--- src/rtl/assert_macros.svh ---
// ----------------------------------------------------------------------------
// Assertion macros
// Shared concurrent assertion forms, clocked on clk and disabled in reset.
// ----------------------------------------------------------------------------
`ifndef ASSERT_MACROS_SVH
`define ASSERT_MACROS_SVH

// The property must hold at every rising edge outside reset.
`define SWA_ASSERT(lbl, prop, msg) \
  lbl: assert property (@(posedge clk) disable iff (!rst_n) (prop)) else $error(msg);

// The expression must never be true at a rising edge outside reset.
`define SWA_NEVER(lbl, expr, msg) \
  lbl: assert property (@(posedge clk) disable iff (!rst_n) !(expr)) else $error(msg);

`endif

--- src/rtl/swa_pkg.sv ---
`timescale 1ns / 1ps
// ----------------------------------------------------------------------------
// swa_pkg
// Types, codes and defaults shared by the window average alarm modules.
// ----------------------------------------------------------------------------
package swa_pkg;

  localparam int MAX_SENSORS_DEF = 16;
  localparam int WINDOW_LEN_DEF  = 5;

  // Slot field of a queued command; wide enough for tables of up to 256 entries.
  localparam int SLOT_W      = 8;
  localparam int QUEUE_DEPTH = 2;

  localparam logic OP_REGISTER = 1'b0;
  localparam logic OP_READING  = 1'b1;

  localparam logic [1:0] EV_HOT   = 2'd0;
  localparam logic [1:0] EV_COLD  = 2'd1;
  localparam logic [1:0] EV_BADID = 2'd2;

  localparam logic CFG_LOW_LIMIT  = 1'b0;
  localparam logic CFG_HIGH_LIMIT = 1'b1;

  localparam logic signed [15:0] LOW_LIMIT_RST  = 16'sd2560;
  localparam logic signed [15:0] HIGH_LIMIT_RST = 16'sd5120;

  typedef struct packed {
    logic               op;
    logic [15:0]        sensor_tag;
    logic signed [15:0] reading;
  } swa_in_t;

  typedef struct packed {
    logic [1:0]         event_res;
    logic [15:0]        event_sensor;
    logic signed [15:0] window_average;
  } swa_out_t;

  typedef enum logic [1:0] {
    CMD_INIT,
    CMD_UPDATE,
    CMD_BADID
  } cmd_kind_t;

  // value is the midpoint for CMD_INIT and the reading for CMD_UPDATE.
  typedef struct packed {
    cmd_kind_t          kind;
    logic [SLOT_W-1:0]  slot;
    logic [15:0]        sensor_tag;
    logic signed [15:0] value;
  } swa_cmd_t;

  typedef struct packed {
    logic full;
    logic empty;
  } swa_q_status_t;

  typedef enum logic [1:0] {
    F_IDLE,
    F_SEARCH,
    F_PUSH
  } front_state_t;

  typedef enum logic [2:0] {
    B_IDLE,
    B_INIT,
    B_META,
    B_OLD,
    B_CALC,
    B_MUL,
    B_FIN
  } back_state_t;

endpackage

--- src/rtl/swa_fifo.sv ---
`timescale 1ns / 1ps
`include "assert_macros.svh"
// ----------------------------------------------------------------------------
// swa_fifo
// Short command queue between the front and the back of the alarm block.
// ----------------------------------------------------------------------------
module swa_fifo import swa_pkg::*; (
  input  logic          clk,
  input  logic          rst_n,
  input  logic          push,
  input  swa_cmd_t      push_cmd,
  input  logic          pop,
  output swa_cmd_t      head,
  output swa_q_status_t status
);

  localparam int PTR_W = (QUEUE_DEPTH > 1) ? $clog2(QUEUE_DEPTH) : 1;
  localparam int CNT_W = $clog2(QUEUE_DEPTH + 1);
  localparam logic [PTR_W-1:0] PTR_LAST = PTR_W'(QUEUE_DEPTH - 1);
  localparam logic [CNT_W-1:0] CNT_FULL = CNT_W'(QUEUE_DEPTH);

  swa_cmd_t         slots_r [QUEUE_DEPTH];
  logic [PTR_W-1:0] wr_ptr_r, wr_ptr_nxt;
  logic [PTR_W-1:0] rd_ptr_r, rd_ptr_nxt;
  logic [CNT_W-1:0] count_r, count_nxt;

  always_comb begin
    wr_ptr_nxt = wr_ptr_r;
    rd_ptr_nxt = rd_ptr_r;
    count_nxt  = count_r;
    if (push) begin
      wr_ptr_nxt = (wr_ptr_r == PTR_LAST) ? '0 : wr_ptr_r + 1'b1;
    end
    if (pop) begin
      rd_ptr_nxt = (rd_ptr_r == PTR_LAST) ? '0 : rd_ptr_r + 1'b1;
    end
    if (push && !pop) begin
      count_nxt = count_r + 1'b1;
    end else if (pop && !push) begin
      count_nxt = count_r - 1'b1;
    end
  end

  always_ff @(posedge clk) begin
    if (!rst_n) begin
      wr_ptr_r <= '0;
      rd_ptr_r <= '0;
      count_r  <= '0;
    end else begin
      wr_ptr_r <= wr_ptr_nxt;
      rd_ptr_r <= rd_ptr_nxt;
      count_r  <= count_nxt;
    end
  end

  always_ff @(posedge clk) begin
    if (push) begin
      slots_r[wr_ptr_r] <= push_cmd;
    end
  end

  assign head         = slots_r[rd_ptr_r];
  assign status.full  = (count_r == CNT_FULL);
  assign status.empty = (count_r == '0);

  `SWA_NEVER(a_no_push_full, push && status.full, "command pushed into a full queue")
  `SWA_NEVER(a_no_pop_empty, pop && status.empty, "command popped from an empty queue")

endmodule

--- src/rtl/swa_front.sv ---
`timescale 1ns / 1ps
`include "assert_macros.svh"
// ----------------------------------------------------------------------------
// swa_front
// Accepts input words, keeps the id table and makes commands; id 0 readings and full-table registrations make none.
// ----------------------------------------------------------------------------
module swa_front import swa_pkg::*; #(
  parameter int MAX_SENSORS = MAX_SENSORS_DEF
) (
  input  logic               clk,
  input  logic               rst_n,
  input  logic               in_valid,
  output logic               in_stall,
  input  swa_in_t            in_data,
  input  logic signed [15:0] low_limit,
  input  logic signed [15:0] high_limit,
  output logic               q_push,
  output swa_cmd_t           q_cmd,
  input  swa_q_status_t      q_status
);

  localparam int IDX_W = (MAX_SENSORS > 1) ? $clog2(MAX_SENSORS) : 1;
  localparam int CNT_W = $clog2(MAX_SENSORS + 1);
  localparam logic [CNT_W-1:0] MAX_CNT = CNT_W'(MAX_SENSORS);

  front_state_t     state_r, state_nxt;
  logic [CNT_W-1:0] count_r, count_nxt;
  logic [IDX_W-1:0] scan_r, scan_nxt;
  logic             scan_left_r, scan_left_nxt;
  logic             cmp_vld_r, cmp_vld_nxt;
  logic [IDX_W-1:0] cmp_idx_r, cmp_idx_nxt;
  logic [15:0]      id_r, id_nxt;
  swa_cmd_t         cmd_r, cmd_nxt;

  logic [15:0]      ids_mem [MAX_SENSORS];
  logic [15:0]      ids_q;
  logic             ids_wr, ids_rd;

  logic signed [16:0] lim_sum, lim_adj;
  logic signed [15:0] mid;

  // Midpoint of the limits, truncated toward zero: add one to negative sums before halving.
  assign lim_sum = $signed({low_limit[15], low_limit}) + $signed({high_limit[15], high_limit});
  assign lim_adj = lim_sum + $signed({16'd0, lim_sum[16]});
  assign mid     = lim_adj[16:1];

  always_comb begin
    state_nxt     = state_r;
    count_nxt     = count_r;
    scan_nxt      = scan_r;
    scan_left_nxt = scan_left_r;
    cmp_vld_nxt   = 1'b0;
    cmp_idx_nxt   = cmp_idx_r;
    id_nxt        = id_r;
    cmd_nxt       = cmd_r;
    ids_wr        = 1'b0;
    ids_rd        = 1'b0;
    q_push        = 1'b0;
    in_stall      = (state_r != F_IDLE);
    unique case (state_r)
      F_IDLE: begin
        if (in_valid) begin
          if (in_data.op == OP_REGISTER) begin
            if (count_r < MAX_CNT) begin
              ids_wr             = 1'b1;
              count_nxt          = count_r + 1'b1;
              cmd_nxt.kind       = CMD_INIT;
              cmd_nxt.slot       = SLOT_W'(count_r[IDX_W-1:0]);
              cmd_nxt.sensor_tag = in_data.sensor_tag;
              cmd_nxt.value      = mid;
              state_nxt          = F_PUSH;
            end
          end else if (in_data.sensor_tag != '0) begin
            id_nxt             = in_data.sensor_tag;
            cmd_nxt.slot       = '0;
            cmd_nxt.sensor_tag = in_data.sensor_tag;
            cmd_nxt.value      = in_data.reading;
            if (count_r == '0) begin
              cmd_nxt.kind = CMD_BADID;
              state_nxt    = F_PUSH;
            end else begin
              cmd_nxt.kind  = CMD_UPDATE;
              scan_nxt      = IDX_W'(count_r - 1'b1);
              scan_left_nxt = 1'b1;
              state_nxt     = F_SEARCH;
            end
          end
        end
      end
      F_SEARCH: begin
        // Reads run newest entry first, one a cycle; each compare uses the registered read result.
        ids_rd = scan_left_r;
        if (scan_left_r) begin
          cmp_vld_nxt   = 1'b1;
          cmp_idx_nxt   = scan_r;
          scan_left_nxt = (scan_r != '0);
          scan_nxt      = scan_r - 1'b1;
        end
        if (cmp_vld_r && (ids_q == id_r)) begin
          cmd_nxt.slot  = SLOT_W'(cmp_idx_r);
          cmp_vld_nxt   = 1'b0;
          scan_left_nxt = 1'b0;
          state_nxt     = F_PUSH;
        end else if (!scan_left_r) begin
          cmd_nxt.kind = CMD_BADID;
          state_nxt    = F_PUSH;
        end
      end
      F_PUSH: begin
        if (!q_status.full) begin
          q_push    = 1'b1;
          state_nxt = F_IDLE;
        end
      end
      default: begin
        state_nxt = F_IDLE;
      end
    endcase
  end

  always_ff @(posedge clk) begin
    if (!rst_n) begin
      state_r     <= F_IDLE;
      count_r     <= '0;
      scan_left_r <= 1'b0;
      cmp_vld_r   <= 1'b0;
    end else begin
      state_r     <= state_nxt;
      count_r     <= count_nxt;
      scan_left_r <= scan_left_nxt;
      cmp_vld_r   <= cmp_vld_nxt;
    end
  end

  always_ff @(posedge clk) begin
    scan_r    <= scan_nxt;
    cmp_idx_r <= cmp_idx_nxt;
    id_r      <= id_nxt;
    cmd_r     <= cmd_nxt;
  end

  always_ff @(posedge clk) begin
    if (ids_wr) begin
      ids_mem[count_r[IDX_W-1:0]] <= in_data.sensor_tag;
    end
    if (ids_rd) begin
      ids_q <= ids_mem[scan_r];
    end
  end

  assign q_cmd = cmd_r;

  `SWA_NEVER(a_count_bound, count_r > MAX_CNT, "id table count beyond capacity")
  `SWA_ASSERT(a_cmp_in_table, cmp_vld_r |-> (CNT_W'(cmp_idx_r) < count_r),
              "search compared an entry that was never registered")

endmodule

--- src/rtl/swa_back.sv ---
`timescale 1ns / 1ps
`include "assert_macros.svh"
// ----------------------------------------------------------------------------
// swa_back
// Executes queued commands: window fill, window update, average, alarm, unknown id.
// ----------------------------------------------------------------------------
module swa_back import swa_pkg::*; #(
  parameter int MAX_SENSORS = MAX_SENSORS_DEF,
  parameter int WINDOW_LEN  = WINDOW_LEN_DEF
) (
  input  logic               clk,
  input  logic               rst_n,
  input  swa_cmd_t           q_head,
  input  swa_q_status_t      q_status,
  output logic               q_pop,
  input  logic signed [15:0] low_limit,
  input  logic signed [15:0] high_limit,
  output logic               out_valid,
  input  logic               out_stall,
  output swa_out_t           out_data
);

  localparam int IDX_W     = (MAX_SENSORS > 1) ? $clog2(MAX_SENSORS) : 1;
  localparam int PTR_W     = (WINDOW_LEN > 1) ? $clog2(WINDOW_LEN) : 1;
  localparam int SUM_W     = 16 + $clog2(WINDOW_LEN);
  localparam int DIV_L     = $clog2(WINDOW_LEN);
  localparam int DIV_K     = SUM_W + DIV_L;
  localparam int PROD_W    = SUM_W + DIV_K + 1;
  localparam int WIN_DEPTH = MAX_SENSORS * WINDOW_LEN;
  localparam int WIN_AW    = (WIN_DEPTH > 1) ? $clog2(WIN_DEPTH) : 1;
  localparam int META_W    = PTR_W + SUM_W;

  // ceil(2^K / WINDOW_LEN); with K = SUM_W + log2 the product is exact for any sum.
  localparam logic [DIV_K:0] RECIP =
    (DIV_K+1)'(((64'd1 << DIV_K) + 64'(WINDOW_LEN) - 64'd1) / 64'(WINDOW_LEN));
  localparam logic [PTR_W-1:0]        PTR_LAST = PTR_W'(WINDOW_LEN - 1);
  localparam logic signed [SUM_W-1:0] WIN_S    = SUM_W'(WINDOW_LEN);
  localparam logic [WIN_AW-1:0]       WIN_A    = WIN_AW'(WINDOW_LEN);

  back_state_t              state_r, state_nxt;
  swa_cmd_t                 cmd_r, cmd_nxt;
  logic [WIN_AW-1:0]        base_r, base_nxt;
  logic [WIN_AW-1:0]        win_addr_r, win_addr_nxt;
  logic [PTR_W-1:0]         fill_r, fill_nxt;
  logic [PTR_W-1:0]         ptr_r, ptr_nxt;
  logic signed [SUM_W-1:0]  sum_r, sum_nxt;
  logic                     neg_r, neg_nxt;
  logic [SUM_W-1:0]         mag_r, mag_nxt;
  logic [PROD_W-1:0]        prod_r, prod_nxt;
  logic                     out_valid_r, out_valid_nxt;
  swa_out_t                 out_data_r, out_data_nxt;

  logic [15:0]              win_mem [WIN_DEPTH];
  logic [META_W-1:0]        meta_mem [MAX_SENSORS];
  logic signed [15:0]       win_q;
  logic [META_W-1:0]        meta_q;
  logic                     win_we, win_re, meta_we, meta_re;
  logic [WIN_AW-1:0]        win_wa, win_ra;
  logic [15:0]              win_wd;
  logic [META_W-1:0]        meta_wd;
  logic [IDX_W-1:0]         slot_idx;

  logic signed [SUM_W-1:0]  val_ext, init_sum, new_sum;
  logic [PTR_W-1:0]         ptr_inc;
  logic [SUM_W-1:0]         quot;
  logic signed [SUM_W:0]    avg_full;
  logic signed [15:0]       avg;
  logic                     out_free;

  assign slot_idx = cmd_r.slot[IDX_W-1:0];
  assign val_ext  = SUM_W'(cmd_r.value);
  assign init_sum = val_ext * WIN_S;
  assign new_sum  = sum_r - SUM_W'(win_q) + val_ext;
  assign ptr_inc  = (ptr_r == PTR_LAST) ? '0 : ptr_r + 1'b1;
  assign quot     = prod_r[DIV_K +: SUM_W];
  assign avg_full = neg_r ? -$signed({1'b0, quot}) : $signed({1'b0, quot});
  assign avg      = avg_full[15:0];
  assign out_free = !out_valid_r || !out_stall;

  always_comb begin
    state_nxt     = state_r;
    cmd_nxt       = cmd_r;
    base_nxt      = base_r;
    win_addr_nxt  = win_addr_r;
    fill_nxt      = fill_r;
    ptr_nxt       = ptr_r;
    sum_nxt       = sum_r;
    neg_nxt       = neg_r;
    mag_nxt       = mag_r;
    prod_nxt      = prod_r;
    out_valid_nxt = out_valid_r && out_stall;
    out_data_nxt  = out_data_r;
    q_pop         = 1'b0;
    win_we        = 1'b0;
    win_re        = 1'b0;
    meta_we       = 1'b0;
    meta_re       = 1'b0;
    win_wa        = win_addr_r;
    win_ra        = win_addr_r;
    win_wd        = cmd_r.value;
    meta_wd       = {ptr_inc, new_sum};
    unique case (state_r)
      B_IDLE: begin
        if (!q_status.empty) begin
          q_pop    = 1'b1;
          cmd_nxt  = q_head;
          base_nxt = WIN_AW'(WIN_AW'(q_head.slot[IDX_W-1:0]) * WIN_A);
          fill_nxt = '0;
          unique case (q_head.kind)
            CMD_INIT:   state_nxt = B_INIT;
            CMD_UPDATE: state_nxt = B_META;
            CMD_BADID:  state_nxt = B_FIN;
            default:    state_nxt = B_IDLE;
          endcase
        end
      end
      B_INIT: begin
        // One window word a cycle; the running sum starts at midpoint times length.
        win_we = 1'b1;
        win_wa = base_r + WIN_AW'(fill_r);
        if (fill_r == '0) begin
          meta_we = 1'b1;
          meta_wd = {{PTR_W{1'b0}}, init_sum};
        end
        if (fill_r == PTR_LAST) begin
          state_nxt = B_IDLE;
        end else begin
          fill_nxt = fill_r + 1'b1;
        end
      end
      B_META: begin
        meta_re   = 1'b1;
        state_nxt = B_OLD;
      end
      B_OLD: begin
        ptr_nxt      = meta_q[META_W-1 -: PTR_W];
        sum_nxt      = $signed(meta_q[SUM_W-1:0]);
        win_addr_nxt = base_r + WIN_AW'(meta_q[META_W-1 -: PTR_W]);
        win_re       = 1'b1;
        win_ra       = win_addr_nxt;
        state_nxt    = B_CALC;
      end
      B_CALC: begin
        // The oldest word is replaced by the reading and the sum follows it.
        win_we    = 1'b1;
        meta_we   = 1'b1;
        neg_nxt   = new_sum[SUM_W-1];
        mag_nxt   = new_sum[SUM_W-1] ? SUM_W'(-new_sum) : SUM_W'(new_sum);
        state_nxt = B_MUL;
      end
      B_MUL: begin
        prod_nxt  = mag_r * RECIP;
        state_nxt = B_FIN;
      end
      B_FIN: begin
        if (cmd_r.kind == CMD_BADID) begin
          if (out_free) begin
            out_valid_nxt               = 1'b1;
            out_data_nxt.event_res      = EV_BADID;
            out_data_nxt.event_sensor   = cmd_r.sensor_tag;
            out_data_nxt.window_average = '0;
            state_nxt                   = B_IDLE;
          end
        end else if (avg > high_limit) begin
          if (out_free) begin
            out_valid_nxt               = 1'b1;
            out_data_nxt.event_res      = EV_HOT;
            out_data_nxt.event_sensor   = cmd_r.sensor_tag;
            out_data_nxt.window_average = avg;
            state_nxt                   = B_IDLE;
          end
        end else if (avg < low_limit) begin
          if (out_free) begin
            out_valid_nxt               = 1'b1;
            out_data_nxt.event_res      = EV_COLD;
            out_data_nxt.event_sensor   = cmd_r.sensor_tag;
            out_data_nxt.window_average = avg;
            state_nxt                   = B_IDLE;
          end
        end else begin
          state_nxt = B_IDLE;
        end
      end
      default: begin
        state_nxt = B_IDLE;
      end
    endcase
  end

  always_ff @(posedge clk) begin
    if (!rst_n) begin
      state_r     <= B_IDLE;
      out_valid_r <= 1'b0;
    end else begin
      state_r     <= state_nxt;
      out_valid_r <= out_valid_nxt;
    end
  end

  always_ff @(posedge clk) begin
    cmd_r      <= cmd_nxt;
    base_r     <= base_nxt;
    win_addr_r <= win_addr_nxt;
    fill_r     <= fill_nxt;
    ptr_r      <= ptr_nxt;
    sum_r      <= sum_nxt;
    neg_r      <= neg_nxt;
    mag_r      <= mag_nxt;
    prod_r     <= prod_nxt;
    out_data_r <= out_data_nxt;
  end

  always_ff @(posedge clk) begin
    if (win_we) begin
      win_mem[win_wa] <= win_wd;
    end
    if (win_re) begin
      win_q <= win_mem[win_ra];
    end
  end

  always_ff @(posedge clk) begin
    if (meta_we) begin
      meta_mem[slot_idx] <= meta_wd;
    end
    if (meta_re) begin
      meta_q <= meta_mem[slot_idx];
    end
  end

  assign out_valid = out_valid_r;
  assign out_data  = out_data_r;

  `SWA_ASSERT(a_badid_zero,
              (out_valid_r && (out_data_r.event_res == EV_BADID)) |->
                (out_data_r.window_average == '0),
              "unknown id event carries a nonzero average")
  `SWA_NEVER(a_event_code,
             out_valid_r && (out_data_r.event_res != EV_HOT) &&
               (out_data_r.event_res != EV_COLD) && (out_data_r.event_res != EV_BADID),
             "result word carries an undefined event code")

endmodule

--- src/rtl/sensor_window_average_alarm.sv ---
`timescale 1ns / 1ps
// ----------------------------------------------------------------------------
// sensor_window_average_alarm
// Per-sensor moving average over a window of readings with a range alarm.
// ----------------------------------------------------------------------------
// Input words (in_valid/in_stall) either register a sensor id or carry a
// reading; a word moves when valid is high and stall is low. Result words
// (out_valid/out_stall) report too hot, too cold or an unknown id. The two
// limits are written through cfg_valid/cfg_ready with cfg_index 0 for the
// low limit and 1 for the high limit; cfg_ready is always high.
// A front stage takes one word at a time and searches the id table, one
// entry a cycle from the newest, holding the input stalled until the
// word's command enters the queue. A queue of two commands feeds the
// back stage, which fills a new window word by word and handles a reading
// in steps: command pop, table read, window read-modify-write, reciprocal
// multiply, compare. When the receiver stalls, the result stays in the
// output register, the back stage waits on its next result and the queue
// and then the input back up. Reset empties the id table and the queue and
// restores the default limits; window contents are defined once an id is
// registered.
// ----------------------------------------------------------------------------
module sensor_window_average_alarm import swa_pkg::*; #(
  parameter int MAX_SENSORS = MAX_SENSORS_DEF,
  parameter int WINDOW_LEN  = WINDOW_LEN_DEF
) (
  input  logic        clk,
  input  logic        rst_n,
  input  logic        in_valid,
  output logic        in_stall,
  input  swa_in_t     in_data,
  output logic        out_valid,
  input  logic        out_stall,
  output swa_out_t    out_data,
  input  logic        cfg_valid,
  output logic        cfg_ready,
  input  logic        cfg_index,
  input  logic [15:0] cfg_data
);

  logic signed [15:0] low_limit_r, low_limit_nxt;
  logic signed [15:0] high_limit_r, high_limit_nxt;

  logic          q_push, q_pop;
  swa_cmd_t      q_cmd, q_head;
  swa_q_status_t q_status;

  assign cfg_ready = 1'b1;

  always_comb begin
    low_limit_nxt  = low_limit_r;
    high_limit_nxt = high_limit_r;
    if (cfg_valid && cfg_ready) begin
      unique case (cfg_index)
        CFG_LOW_LIMIT:  low_limit_nxt  = $signed(cfg_data);
        CFG_HIGH_LIMIT: high_limit_nxt = $signed(cfg_data);
        default:        low_limit_nxt  = low_limit_r;
      endcase
    end
  end

  always_ff @(posedge clk) begin
    if (!rst_n) begin
      low_limit_r  <= LOW_LIMIT_RST;
      high_limit_r <= HIGH_LIMIT_RST;
    end else begin
      low_limit_r  <= low_limit_nxt;
      high_limit_r <= high_limit_nxt;
    end
  end

  swa_front #(
    .MAX_SENSORS (MAX_SENSORS)
  ) u_front (
    .clk        (clk),
    .rst_n      (rst_n),
    .in_valid   (in_valid),
    .in_stall   (in_stall),
    .in_data    (in_data),
    .low_limit  (low_limit_r),
    .high_limit (high_limit_r),
    .q_push     (q_push),
    .q_cmd      (q_cmd),
    .q_status   (q_status)
  );

  swa_fifo u_fifo (
    .clk      (clk),
    .rst_n    (rst_n),
    .push     (q_push),
    .push_cmd (q_cmd),
    .pop      (q_pop),
    .head     (q_head),
    .status   (q_status)
  );

  swa_back #(
    .MAX_SENSORS (MAX_SENSORS),
    .WINDOW_LEN  (WINDOW_LEN)
  ) u_back (
    .clk        (clk),
    .rst_n      (rst_n),
    .q_head     (q_head),
    .q_status   (q_status),
    .q_pop      (q_pop),
    .low_limit  (low_limit_r),
    .high_limit (high_limit_r),
    .out_valid  (out_valid),
    .out_stall  (out_stall),
    .out_data   (out_data)
  );

endmodule
--- config.mk ---
export PLATFORM = sky130hd
export DESIGN_NAME = sensor_window_average_alarm
export DESIGN_NICKNAME = d
export VERILOG_FILES = /design/src/rtl/swa_pkg.sv /design/src/rtl/swa_fifo.sv /design/src/rtl/swa_front.sv /design/src/rtl/swa_back.sv /design/src/rtl/sensor_window_average_alarm.sv
export VERILOG_INCLUDE_DIRS = /design/src /design/src/rtl
export SDC_FILE = /design/constraint.sdc
export NUM_CORES = 2
export LEC_CHECK = 0
export BUFFER_PORTS_ARGS = -buffer_cell sky130_fd_sc_hd__buf_4
export CAP_MARGIN = 10
export CORE_MARGIN = 5
export CORE_UTILIZATION = 55
export CTS_BUF_LIST = sky130_fd_sc_hd__clkbuf_16
export DETAILED_ROUTE_END_ITERATION = 10
export PLACE_DENSITY = 0.72
export SYNTH_ARGS = -nofsm -noshare
export SYNTH_HDL_FRONTEND = slang
export SYNTH_SLANG_ARGS = --single-unit
--- constraint.sdc ---
create_clock -name clk -period 12.8 [get_ports clk]
set_input_delay 1.28 -clock clk [delete_from_list [all_inputs] [get_ports clk]]
set_output_delay 1.28 -clock clk [all_outputs]
set_load 0.005 [all_outputs]
==> metrics.yaml <==
floorplan:
  die_x_um: 431.5
  core_mm2: 0.1765
  initial_core_util_pct: 55.36
  ios: 92
  fp.dieH_um: 431.5
  rows: 154
  die_area_mm2: 0.1862
timing:
  worst_slew_pin_slew_ns: 1.303
  fmax_mhz: 167.8
  rsz0062_at_grt: "no"
  fin_setup_tns_ns: 0
  timing.final.crit_share_pct: 46.57
  timing.slew.headroom_pct: 12.25
  finalHoldViolations: 0
  finalMaxSlewViolations: 0
  period_needed_ns: 5.961
  worst_clock_skew_ns: 0.06512
  setup_violations: 0
logic_synthesis:
  synth_edf_count: 2218
  synthTopCellsByArea: "edfxtp_1 (68%), mux4_2 (4.6%), nand2_1 (4.4%)"
  yosysTopAreaCell: "edfxtp_1"
  synthCells: 6702
  synth-seq-area-share_pct: 69.34
  synth-seq-cells: 2275
  avgSynthCellArea_um2: 14.58
  async_flop_share_pct: 0
  synth_top_area_share_pct: 68.17
  syn_nets: 7134
  yosysUniqueCellTypes: 91
  synthesis.area_mm2: 0.09771
  yosysWarningCount: 0
  ys.flop_type: "edfxtp_1"
clock_network:
  clock_path_buffers: 3
  postCtsResizedCells: 0
  clkTransAtPathRegs_ns: 0.06
  cts_setup_buffers: 0
  cts_buffers: 217
  cts_max_level: 4
  clock_sinks: 2275
  cts_tree: "yes"
  clk_latency_ns: 0.86
  root_buffer: "clkbuf_16"
  cts_hold_buf: 0
route:
  viasPerCell: 6.133
  firstDrtPassIters: 9
  drc: 0
  routed_wl_um: 240500
  antenna_left: 0
  drtIter0Drc: 6926
  wire_per_inst_um: 25.58
  route.vias.total: 57650
global_route:
  grt_antenna_before_repair: 0
  grt_pass1_vias: 56750
  track_usage_pct: 25.69
  overflow: 0
  grt_pass1_wl_um: 360800
  grt_start_max_net_pins: 183
place:
  io_buffers: 90
  dpl.hpwl_um: 142700
  gp_congestion: 0.8870
worst_hold_path:
  worstHoldEndpoint: "u_back.out_data[21]"
  hold_depth: 0
  hold_class: "reg2reg"
  hold_path.startpoint: "u_back.cmd_r[21]"
outcome:
  status: "complete, no violations"
power_and_ir_drop:
  leakagePower_uw: 0.03888
  vdd_drop_max_mv: 0.6061
  power_per_cell_area_mw_per_mm2: 274.5
worst_setup_path:
  startpoint_type: "register"
  crit_chain: "buf_4, fa_1, mux2i_4, buf_4, inv_8, buf_4, mux4_2, a22oi_1, nand3_1, o21ai_0, a221oi_1"
  worstPathArrival_ns: 6.47
  cp-end-kind: "register"
  path_delay_family: "buffers and inverters"
  cpPeakStageDelay_ns: 1.03
  worstSetupPathType: "reg2reg"
  r2r_start: "u_back.base_r[1]"
  r2r_end: "u_back.win_q[14]"
  regToRegSetupSlack_ns: 6.84
  critPathRequiredTime_ns: 13.31
  critPathMaxFanout: 131
  crit_buf_inv: 4
  cp_slowest_cell: "o21ai_0"
  reg2reg_depth: 11
  crit_top_cell: "buf_4"
finish:
  regArea_mm2: 0.06775
  post-route-util_pct: 61.79
  synthToLayoutAreaGrowth_pct: 11.63
  nFillCells: 12690
  multiInputGateArea_mm2: 0.02745
  fin_nets: 7304
  most-common-layout-cells: "edfxtp_1 (2218), nand2_1 (1151), nand3_1 (622)"
  layout_commonest_cell: "edfxtp_1"
  final_layout_size_suffix_gt1_share_pct: 13.13
job:
  maxCapViolations: 0
==> cells in the mapped netlist, types with 19 or more instances <==
cell	number
a21o_1	31
mux2_2	40
inv_1	366
mux2i_1	142
nor2b_1	27
a31oi_1	57
o21ai_0	98
nor3_1	31
a311oi_1	66
a21oi_1	110
fa_1	122
o22ai_1	30
and3_1	27
a211oi_1	79
xor2_1	47
a32oi_1	32
mux4_2	198
a22oi_1	33
buf_1	50
nand4_1	19
xnor2_1	82
a221oi_1	20
nand2_1	1151
dfxtp_1	57
nand3_1	622
nand2b_1	25
edfxtp_1	2218
ha_1	255
clkbuf_1	233
buf_2	47
nor2_1	187
==> state kept, by name (all words and copies together), names as in the netlist, 5 cells and up, named ones only <==
| name | cells |
|---|---|
| u_back.sum_r | 19 |
| u_back.meta_q | 22 |
| u_back.win_wd | 16 |
| u_back.win_addr_r | 7 |
| u_front.count_r | 5 |
| u_back.base_r | 7 |
| u_back.cmd_r | 20 |
| u_front.q_cmd | 38 |
| u_front.id_r | 16 |
| u_back.meta_mem | 352 |
| u_front.ids_q | 16 |
| u_front.ids_mem | 256 |
| u_back.out_data | 34 |
| u_back.win_mem | 1280 |
| u_back.win_q | 16 |
| low_limit_r | 16 |
| high_limit_r | 16 |
| u_fifo.slots_r | 76 |
| u_back.mag_r | 19 |
| u_back.prod_r | 16 |
==> logic make-up after synthesis <==
family                   synth area share [%]
XOR/XNOR                                1.156
AND/OR/NAND/NOR                         9.690
AO/OA/AOI/OAI                           4.809
buffers and inverters                   2.761
multiplexers                            6.480
flip-flops                              69.34
adder cells (fa/ha/maj)                 5.765
other                                0.003838
==> layer usage <==
layer / GRT usage, % / up-vias / share of wire (%)
li1: - / 25370 / -
met1: 37.15 / 29090 / 40
met2: 40.64 / 2795 / 47
met3: 4.550 / 402 / 9.7
met4: 7.560 / 0 / 2.9
met5: 0 / - / 0
==> metrics by stage <==
stage / total power (uW) / instance area [um2] / cells / setup WS (ns) / hold WS [ns]
after CTS: 29890 / 109100 / 9398 / 6.908 / 0.4213
after global placement: 23040 / 101700 / 8992 / 6.967 / 0.4027
final: 29940 / 109100 / 9401 / 6.839 / 0.4198
after detailed placement: 23410 / 101700 / 8992 / 6.884 / 0.4066
after floorplan: 19380 / 97710 / 6702 / 3.637 / 0.4003
after global routing: 31860 / 109100 / 9399 / 6.597 / 0.4273
==> worst register-to-register path, stage by stage, from the launching register on <==
cell      delay, ns
edfxtp_1       0.36
buf_4          0.33
fa_1           0.63
mux2i_4        0.10
buf_4          0.31
inv_8          0.70
buf_4          0.84
mux4_2         0.48
a22oi_1        0.36
nand3_1        0.25
o21ai_0        1.03
a221oi_1       0.22
==> final cells by class <==
| class | instances | share of cell area [%] |
|---|---|---|
| diodes | 2 | 0.004589 |
| clock buffers | 220 | 5.048 |
| clock inverters | 186 | 1.697 |
| inverters | 371 | 1.291 |
| multi-input cells | 3725 | 25.17 |
| flip-flops and latches | 2275 | 62.11 |
| well taps | 2340 | 2.684 |
| repair buffers | 282 | 1.990 |
==> worst max-delay path by stage <==
| stage | startpoint | end | cells after the start |
|---|---|---|---|
| CTS | u_back.mag_r[4] | u_back.prod_r[36] | 20 |
| global route | u_back.mag_r[4] | u_back.prod_r[36] | 19 |
| finish | u_back.base_r[1] | u_back.win_q[14] | 11 |
| global placement | u_back.mag_r[4] | u_back.prod_r[36] | 20 |
| floorplan | u_back.prod_r[24] | u_back.out_data[0] | 13 |
| detailed placement | u_back.mag_r[4] | u_back.prod_r[36] | 20 |
==> where the power goes <==
group	switching [uW]	total [uW]	internal [uW]	leakage [uW]
Clock	2800	6560	3760	0.00374
Sequential	215	10100	9880	0.0205
Combinational	8450	13300	4840	0.0147
No activity file was read; power rests on OpenSTA's default activity.
